[src/rtl/core/ucdw_pkg.sv]
// Shared types and constants of the USB configuration descriptor walker.
`timescale 1ns / 1ps

package ucdw_pkg;

  typedef enum logic [3:0] {
    KIND_INTF_OK     = 4'd0,
    KIND_ENDP_OK     = 4'd1,
    KIND_ALT_IGNORED = 4'd2,
    KIND_EXCESS_INTF = 4'd3,
    KIND_ORPHAN_ENDP = 4'd4,
    KIND_EXCESS_ENDP = 4'd5,
    KIND_OTHER       = 4'd6,
    KIND_MALFORMED   = 4'd7,
    KIND_EMPTY       = 4'd8
  } record_kind_e;

  localparam logic [7:0]  TYPE_INTERFACE     = 8'd4;
  localparam logic [7:0]  TYPE_ENDPOINT      = 8'd5;
  localparam logic [15:0] CONFIG_HEADER_SIZE = 16'd9;
  localparam logic [7:0]  MIN_HEADER_LENGTH  = 8'd5;

  typedef struct packed {
    record_kind_e kind;
    logic         last_record;
    logic [7:0]   interface_index;
    logic [7:0]   endpoint_index;
    logic [7:0]   descriptor_type;
    logic [7:0]   interface_class;
    logic [7:0]   interface_subclass;
    logic [7:0]   interface_protocol;
    logic [7:0]   declared_endpoints;
    logic [7:0]   endpoint_address;
    logic [7:0]   endpoint_attributes;
    logic [15:0]  max_packet_size;
  } record_t;

endpackage

[src/rtl/core/usb_config_descriptor_walker.sv]
// Top level of the USB configuration descriptor walker.
// The input channel carries one byte of a configuration descriptor set per
// request, with first_byte_i marking byte zero of a new set at any time.
// The walker reads the header length, the total length and the interface
// count, then frames each following descriptor by its length byte.
// When a descriptor ends, one record is sent on the output channel that
// classes it and carries its indices and captured fields.
// A record is registered into the output buffer when the byte that ends it is
// accepted, and one byte can be accepted in every cycle while in_stall_o is low.
// The per-byte work is a single pass of compare and count logic from the
// walker registers to a two-entry output buffer.
// Reset clears the walker to idle, and bytes are dropped until a first byte.
// When the receiver stalls, records collect in the output buffer and the
// input stall rises only once both of its entries are full.

`timescale 1ns / 1ps

module usb_config_descriptor_walker (
  input  logic        clk_i,
  input  logic        rst_ni,
  input  logic        in_valid_i,
  output logic        in_stall_o,
  input  logic [7:0]  data_byte_i,
  input  logic        first_byte_i,
  output logic        out_valid_o,
  input  logic        out_stall_i,
  output logic [3:0]  record_kind_o,
  output logic        last_record_o,
  output logic [7:0]  interface_index_o,
  output logic [7:0]  endpoint_index_o,
  output logic [7:0]  descriptor_type_o,
  output logic [7:0]  interface_class_o,
  output logic [7:0]  interface_subclass_o,
  output logic [7:0]  interface_protocol_o,
  output logic [7:0]  declared_endpoints_o,
  output logic [7:0]  endpoint_address_o,
  output logic [7:0]  endpoint_attributes_o,
  output logic [15:0] max_packet_size_o
);

  logic [15:0]     pos_q, pos_d;
  logic [15:0]     total_q, total_d;
  logic [7:0]      hdr_len_q, hdr_len_d;
  logic [7:0]      intf_limit_q, intf_limit_d;
  logic [7:0]      accepted_q, accepted_d;
  logic            cur_valid_q, cur_valid_d;
  logic [7:0]      ep_limit_q, ep_limit_d;
  logic [7:0]      ep_count_q, ep_count_d;
  logic [7:0]      offset_q, offset_d;
  logic [7:0]      desc_len_q, desc_len_d;
  logic [7:0][7:0] cap_q, cap_d;
  logic            active_q, active_d;

  logic [15:0]       p;
  logic              last;
  logic              ends;
  logic              emit;
  ucdw_pkg::record_t rec;
  ucdw_pkg::record_t out_rec;
  logic              in_accept;
  logic              buf_full;

  assign in_stall_o = buf_full;
  assign in_accept  = in_valid_i && !buf_full;

  always_comb begin
    pos_d        = pos_q;
    total_d      = total_q;
    hdr_len_d    = hdr_len_q;
    intf_limit_d = intf_limit_q;
    accepted_d   = accepted_q;
    cur_valid_d  = cur_valid_q;
    ep_limit_d   = ep_limit_q;
    ep_count_d   = ep_count_q;
    offset_d     = offset_q;
    desc_len_d   = desc_len_q;
    cap_d        = cap_q;
    active_d     = active_q;
    p            = '0;
    last         = 1'b0;
    ends         = 1'b0;
    emit         = 1'b0;
    rec          = '0;

    if (first_byte_i) begin
      pos_d        = '0;
      total_d      = '0;
      hdr_len_d    = '0;
      intf_limit_d = '0;
      accepted_d   = '0;
      cur_valid_d  = 1'b0;
      ep_limit_d   = '0;
      ep_count_d   = '0;
      offset_d     = '0;
      desc_len_d   = '0;
      cap_d        = '0;
      active_d     = 1'b1;
    end

    if (active_d) begin
      p     = pos_d;
      pos_d = p + 16'd1;
      if (p < 16'd5) begin
        case (p[2:0])
          3'd0: hdr_len_d = data_byte_i;
          3'd2: total_d[7:0] = data_byte_i;
          3'd3: begin
            total_d[15:8] = data_byte_i;
            if (total_d <= ucdw_pkg::CONFIG_HEADER_SIZE) begin
              active_d        = 1'b0;
              emit            = 1'b1;
              rec.kind        = ucdw_pkg::KIND_EMPTY;
              rec.last_record = 1'b1;
            end
          end
          3'd4: begin
            intf_limit_d = data_byte_i;
            if (hdr_len_d < ucdw_pkg::MIN_HEADER_LENGTH) begin
              active_d = 1'b0;
              emit     = 1'b1;
              rec.kind = ucdw_pkg::KIND_MALFORMED;
            end else if ({8'd0, hdr_len_d} >= total_d) begin
              active_d        = 1'b0;
              emit            = 1'b1;
              rec.kind        = ucdw_pkg::KIND_EMPTY;
              rec.last_record = 1'b1;
            end
          end
          default: ;
        endcase
      end else if (p >= {8'd0, hdr_len_d}) begin
        last = ({1'b0, p} + 17'd1) >= {1'b0, total_d};
        if (last) begin
          active_d = 1'b0;
        end
        if (offset_d == 8'd0) begin
          cap_d      = '0;
          desc_len_d = data_byte_i;
        end
        if (offset_d == 8'd0 && data_byte_i == 8'd0) begin
          active_d        = 1'b0;
          emit            = 1'b1;
          rec.kind        = ucdw_pkg::KIND_MALFORMED;
          rec.last_record = last;
        end else begin
          if (offset_d < 8'd8) begin
            cap_d[offset_d[2:0]] = data_byte_i;
          end
          ends = (({1'b0, offset_d} + 9'd1) >= {1'b0, desc_len_d}) || last;
          if (ends) begin
            offset_d            = '0;
            emit                = 1'b1;
            rec.last_record     = last;
            rec.descriptor_type = cap_d[1];
            if (cap_d[1] == ucdw_pkg::TYPE_INTERFACE) begin
              rec.interface_class    = cap_d[5];
              rec.interface_subclass = cap_d[6];
              rec.interface_protocol = cap_d[7];
              rec.declared_endpoints = cap_d[4];
              if (cap_d[3] != 8'd0) begin
                rec.kind    = ucdw_pkg::KIND_ALT_IGNORED;
                cur_valid_d = 1'b0;
              end else if (accepted_d >= intf_limit_d) begin
                rec.kind    = ucdw_pkg::KIND_EXCESS_INTF;
                cur_valid_d = 1'b0;
              end else begin
                rec.kind            = ucdw_pkg::KIND_INTF_OK;
                rec.interface_index = accepted_d;
                accepted_d          = accepted_d + 8'd1;
                cur_valid_d         = 1'b1;
                ep_limit_d          = cap_d[4];
                ep_count_d          = '0;
              end
            end else if (cap_d[1] == ucdw_pkg::TYPE_ENDPOINT) begin
              rec.endpoint_address    = cap_d[2];
              rec.endpoint_attributes = cap_d[3];
              rec.max_packet_size     = {cap_d[5], cap_d[4]};
              if (!cur_valid_d) begin
                rec.kind = ucdw_pkg::KIND_ORPHAN_ENDP;
              end else if (ep_count_d >= ep_limit_d) begin
                rec.kind            = ucdw_pkg::KIND_EXCESS_ENDP;
                rec.interface_index = accepted_d - 8'd1;
              end else begin
                rec.kind            = ucdw_pkg::KIND_ENDP_OK;
                rec.interface_index = accepted_d - 8'd1;
                rec.endpoint_index  = ep_count_d;
                ep_count_d          = ep_count_d + 8'd1;
              end
            end else begin
              rec.kind = ucdw_pkg::KIND_OTHER;
            end
          end else begin
            offset_d = offset_d + 8'd1;
          end
        end
      end
    end
  end

  always_ff @(posedge clk_i or negedge rst_ni) begin
    if (!rst_ni) begin
      pos_q        <= '0;
      total_q      <= '0;
      hdr_len_q    <= '0;
      intf_limit_q <= '0;
      accepted_q   <= '0;
      cur_valid_q  <= 1'b0;
      ep_limit_q   <= '0;
      ep_count_q   <= '0;
      offset_q     <= '0;
      desc_len_q   <= '0;
      cap_q        <= '0;
      active_q     <= 1'b0;
    end else if (in_accept) begin
      pos_q        <= pos_d;
      total_q      <= total_d;
      hdr_len_q    <= hdr_len_d;
      intf_limit_q <= intf_limit_d;
      accepted_q   <= accepted_d;
      cur_valid_q  <= cur_valid_d;
      ep_limit_q   <= ep_limit_d;
      ep_count_q   <= ep_count_d;
      offset_q     <= offset_d;
      desc_len_q   <= desc_len_d;
      cap_q        <= cap_d;
      active_q     <= active_d;
    end
  end

  ucdw_out_buf u_out_buf (
    .clk_i       (clk_i),
    .rst_ni      (rst_ni),
    .push_i      (in_accept && emit),
    .push_data_i (rec),
    .full_o      (buf_full),
    .out_valid_o (out_valid_o),
    .out_stall_i (out_stall_i),
    .out_data_o  (out_rec)
  );

  assign record_kind_o         = out_rec.kind;
  assign last_record_o         = out_rec.last_record;
  assign interface_index_o     = out_rec.interface_index;
  assign endpoint_index_o      = out_rec.endpoint_index;
  assign descriptor_type_o     = out_rec.descriptor_type;
  assign interface_class_o     = out_rec.interface_class;
  assign interface_subclass_o  = out_rec.interface_subclass;
  assign interface_protocol_o  = out_rec.interface_protocol;
  assign declared_endpoints_o  = out_rec.declared_endpoints;
  assign endpoint_address_o    = out_rec.endpoint_address;
  assign endpoint_attributes_o = out_rec.endpoint_attributes;
  assign max_packet_size_o     = out_rec.max_packet_size;

endmodule

[src/rtl/core/ucdw_out_buf.sv]
// Two-entry output buffer that holds records while the receiver stalls.
`timescale 1ns / 1ps

module ucdw_out_buf (
  input  logic              clk_i,
  input  logic              rst_ni,
  input  logic              push_i,
  input  ucdw_pkg::record_t push_data_i,
  output logic              full_o,
  output logic              out_valid_o,
  input  logic              out_stall_i,
  output ucdw_pkg::record_t out_data_o
);

  logic              out_valid_q;
  logic              skid_valid_q;
  ucdw_pkg::record_t out_data_q;
  ucdw_pkg::record_t skid_data_q;
  logic              out_ready;

  assign out_ready = !out_valid_q || !out_stall_i;

  always_ff @(posedge clk_i or negedge rst_ni) begin
    if (!rst_ni) begin
      out_valid_q  <= 1'b0;
      skid_valid_q <= 1'b0;
    end else if (out_ready) begin
      out_valid_q  <= skid_valid_q || push_i;
      skid_valid_q <= 1'b0;
    end else if (push_i) begin
      skid_valid_q <= 1'b1;
    end
  end

  always_ff @(posedge clk_i) begin
    if (out_ready) begin
      out_data_q <= skid_valid_q ? skid_data_q : push_data_i;
    end else if (push_i) begin
      skid_data_q <= push_data_i;
    end
  end

  assign full_o      = skid_valid_q;
  assign out_valid_o = out_valid_q;
  assign out_data_o  = out_data_q;

endmodule
[config.mk]
export PLATFORM = sky130hd
export DESIGN_NAME = usb_config_descriptor_walker
export DESIGN_NICKNAME = d
export VERILOG_FILES = /design/src/rtl/core/ucdw_pkg.sv /design/src/rtl/core/usb_config_descriptor_walker.sv /design/src/rtl/core/ucdw_out_buf.sv
export SDC_FILE = /design/constraint.sdc
export NUM_CORES = 1
export LEC_CHECK = 0
export ABC_AREA = 1
export BUFFER_PORTS_ARGS = -buffer_cell sky130_fd_sc_hd__buf_2
export CORE_AREA = 2 2 182 273
export CTS_CLUSTER_DIAMETER = 30
export CTS_CLUSTER_SIZE = 25
export DETAILED_ROUTE_END_ITERATION = 8
export DIE_AREA = 0 0 184 275
export MAX_ROUTING_LAYER = met4
export SYNTH_ARGS = -nofsm -noshare
export SYNTH_HDL_FRONTEND = slang
export SYNTH_SLANG_ARGS = --single-unit
[constraint.sdc]
create_clock -name clk_i -period 14.9 [get_ports clk_i]
set_input_delay 4.47 -clock clk_i [delete_from_list [all_inputs] [get_ports clk_i]]
set_output_delay 4.47 -clock clk_i [all_outputs]
set_load 0.01 [all_outputs]
==> impl_metrics.csv <==
group,metric,value,unit
worst_setup_path,r2r_setup_slack,9.43,ns
clock_tree,numCtsBuffers,53,
final_layout,finalNonFillerCells,3012,
clock_tree,cts_setup_buffers,0,
floorplan,die_h,275,um
floorplan,die_w,184,um
synthesis,synth-adder-area-share,4.40,%
run_status,status,"finished, final reports clean",
clock_tree,clockBufferDepth,3,
power_and_ir_drop,power.density,177,nW/um^2
placement,numPortBuffers,107,
timing,clock.fmax,98.4,MHz
final_layout,syn2layout_area_growth,14.5,%
global_route,antenna_found_initial,0,
synthesis,synth-seq-cells,334,
final_layout,multi_input_area,8170,sq um
timing,rsz0062_at_grt,"false",
route,vias,15900,
worst_setup_path,crit_top_cell,"nand2_1",
worst_hold_path,min_from,"total_q[9]$_DFFE_PN0P_",
placement,detailed_place_hpwl,36.0,mm
synthesis,synth_edf_count,186,
route,viasPerCell,5.29,
final_layout,layout_commonest_cell,"nand2_1",
final_layout,final_util,45.1,%
timing,hold_viol,0,
timing,min_period_over_period,68.2,%
timing,fin_ws,4.74,ns
worst_setup_path,critical-path-max-stage-delay,0.77,ns
timing,drv_slew,0,
worst_hold_path,hold_end,"total_q[9]$_DFFE_PN0P_",
power_and_ir_drop,vdd_drop_max,92.4,uV
synthesis,synth-simple-area-share,22.8,%
placement,dpl_cell_area,20000,sq um
floorplan,num_rows,99,
route,drt-total-wl,53.2,mm
global_route,track_usage,21.9,%
floorplan,io_pins,108,
floorplan,initial_utilization,39.4,%
clock_tree,cts_root_buf,"clkbuf_16",
synthesis,yosysSeqAreaShare,48.8,%
global_route,grt_pass1_vias,15700,
final_layout,final_cell_mix,"464 x nand2_1, 358 x nor2_1, 267 x inv_1",
timing,relSlewSlack,19.0,%
floorplan,die-area,50600,sq um
job,cap_violations,0,
synthesis,ys_warn_count,0,
route,wl_per_cell,17.6,um
clock_tree,cts.sinks,334,
route,ant_nets,0,
worst_setup_path,ff2ff_path_depth,23,
final_layout,ff_latch_area,9290,sq um
power_and_ir_drop,p_leak,10.0,nW
synthesis,syn_avg_cell_area,8.28,sq um
synthesis,synth_ff_type,"edfxtp_1",
synthesis,synth_async_sr_flop_share,44.3,%
synthesis,synthDistinctLibCells,51,
global_route,grt.overflow.total,0,
synthesis,synth_compound_area_share,12.7,%
clock_tree,clk_latency,0.59,ns
worst_setup_path,end_kind,"register",
timing,clock-skew-final,0.0384,ns
worst_setup_path,path_max_fanout,63,
final_layout,fin_area,21800,sq um
worst_hold_path,min_path_type,"reg2reg",
global_route,grt_max_degree,77,
placement,post-place-ws,4.13,ns
worst_setup_path,arrival,10.36,ns
timing,period_minus_slack,10.16,ns
synthesis,synth_cells,2300,
final_layout,insertedDiodeCount,0,
timing,worst_slew_pin_slew,1.21,ns
final_layout,fin_nets,2443,
route,drcViolationCount,0,
clock_tree,cts_tree,"done",
clock_tree,hold_buffers,0,
worst_setup_path,cp_slowest_cell,"buf_4",
worst_setup_path,cp_data_required_time,15.09,ns
clock_tree,cts_resized,0,
worst_setup_path,start_kind,"primary input",
worst_setup_path,reg2reg_from,"pos_q[0]$_DFFE_PN0P_",
synthesis,synth_nets,2380,
worst_hold_path,whs_path_depth,2,
synthesis,synth_top_family_by_area,"simple AND/OR/NAND/NOR gates",
worst_setup_path,crit_path_cell_trace,"buf_2 -> buf_4 -> inv_2 -> buf_4 -> nand2_2 -> ha_1 -> nand3_2 -> inv_2 -> nand2_4 -> o21ai_0 -> ha_1 -> nand3_1 -> nand3_1 -> nand2_1 -> nand2_1 -> nand2_1 -> nand2_1 -> a21oi_1 -> nand4_1 -> nand2_1 -> nor2_1 -> o21ai_0 -> nor2_4 -> buf_4",
synthesis,syn_area,19000,sq um
floorplan,fp.coreArea,48300,sq um
clock_tree,cts_max_level,2,
final_layout,nFillCells,4611,
final_layout,layout-drive-gt1-share,13.8,%
clock_tree,path_clk_slew,0.05,ns
synthesis,synthXorXnorAreaFrac,0.966,%
timing,tns,0,ns
global_route,grt_pass1_wl,84.9,mm
placement,place_congestion,0.919,
worst_setup_path,critical_path.startpoint,"first_byte_i",
worst_setup_path,r2r_end,"u_out_buf.skid_data_q[28]$_DFFE_PP_",
route,first_pass_iters,7,
synthesis,muxShareOfSynthArea,1.89,%
route,drt_first_iter_violations,1116,
worst_setup_path,crit_type,"in2reg",
placement,dp.cells,2914,
timing,finalSetupViolCount,0,
[flip-flops by register name, indices dropped and copies added, names as in the netlist]
register	cells
cap_q	56
u_out_buf.full_o	1
hdr_len_q	8
u_out_buf.out_data_o	93
intf_limit_q	8
ep_limit_q	8
offset_q	8
desc_len_q	8
cur_valid_q	1
u_out_buf.out_valid_o	1
pos_q	16
ep_count_q	8
total_q	16
active_q	1
u_out_buf.skid_data_q	93
accepted_q	8
[cells in the mapped netlist (7+ instances only)]
cell      count  area share (%)
a21oi_1     134             3.5
a22oi_1      12            0.47
a31oi_1      16            0.53
buf_1        16            0.32
buf_2        25            0.66
buf_6        10            0.59
clkbuf_1     64             1.3
dfrtp_1     148              19
edfxtp_1    186              29
ha_1         67             4.4
inv_1       268             5.3
inv_2         9            0.18
mux2_2       31             1.8
nand2_1     466             9.2
nand2_2      12            0.39
nand2_4       7            0.41
nand3_1      68             1.8
nand4_1      25            0.82
nor2_1      360             7.1
nor2_2       15            0.49
nor2_4       12            0.71
nor3_1       13            0.34
nor4_1       12            0.39
o211ai_1     23            0.91
o21ai_0     188             4.9
o21ai_1      18            0.47
o22ai_1      17            0.56
xor2_1       16            0.74
[metrics by stage]
| step | power [mW] | hold WS [ns] |
|---|---|---|
| after floorplan | 2.20 | 0.449 |
| after global placement | 2.58 | 0.462 |
| after detailed placement | 2.60 | 0.465 |
| after CTS | 3.88 | 0.478 |
| after global routing | 4.09 | 0.492 |
| final | 3.86 | 0.474 |
[report_power, final]
part	switching (mW)	total (mW)	leakage, nW	internal [mW]
Clock	0.474	1.26	0.904	0.789
Combinational	0.936	1.30	5.28	0.362
Sequential	0.0851	1.30	3.84	1.21
Total	1.50	3.86	10.0	2.36
[kinds of logic (layout without fill, tap and decap cells)]
| group | count (synthesis) | after routing |
|---|---|---|
| fa+ha+maj | 67 | 67 |
| xor+xnor | 21 | 21 |
| compound gates | 438 | 438 |
| buf+inv | 397 | 503 |
| mux | 32 | 32 |
| simple gates | 1011 | 1011 |
| flops | 334 | 334 |
[layout make-up]
class,count,area share [%]
Clock buffer,61,6.40
Clock inverter,37,2.08
Inverter,280,4.83
Multi-Input combinational cell,1569,37.5
Sequential cell,334,42.6
Tap cell,606,3.48
Timing Repair Buffer,125,3.10
[layer usage]
layer	wire length, um	GRT usage, %	part of all wire (%)	vias to the layer above
met5	0	-	0	-
met4	2400	10.4	4.5	0
met3	2780	2.70	5.2	150
met2	26300	37.4	49	503
met1	21700	25.5	41	7515
li1	-	-	-	7751
[worst max path at each step]
stage,to,slack [ns]
detailed placement,u_out_buf.skid_data_q[28]$_DFFE_PP_,4.13
finish,u_out_buf.skid_data_q[28]$_DFFE_PP_,4.74
CTS,u_out_buf.skid_data_q[28]$_DFFE_PP_,4.73
floorplan,u_out_buf.skid_data_q[0]$_DFFE_PP_,2.54
global placement,u_out_buf.skid_data_q[28]$_DFFE_PP_,4.32
global route,u_out_buf.skid_data_q[28]$_DFFE_PP_,4.21
[worst max-delay path: cells and delay by family]
| family | cells | cell delay (ns) |
|---|---|---|
| buf+inv | 6 | 2.46 |
| simple gates | 13 | 2.23 |
| fa+ha+maj | 2 | 0.58 |
| compound gates | 3 | 0.50 |
No activity file was read; power rests on OpenSTA's default activity.
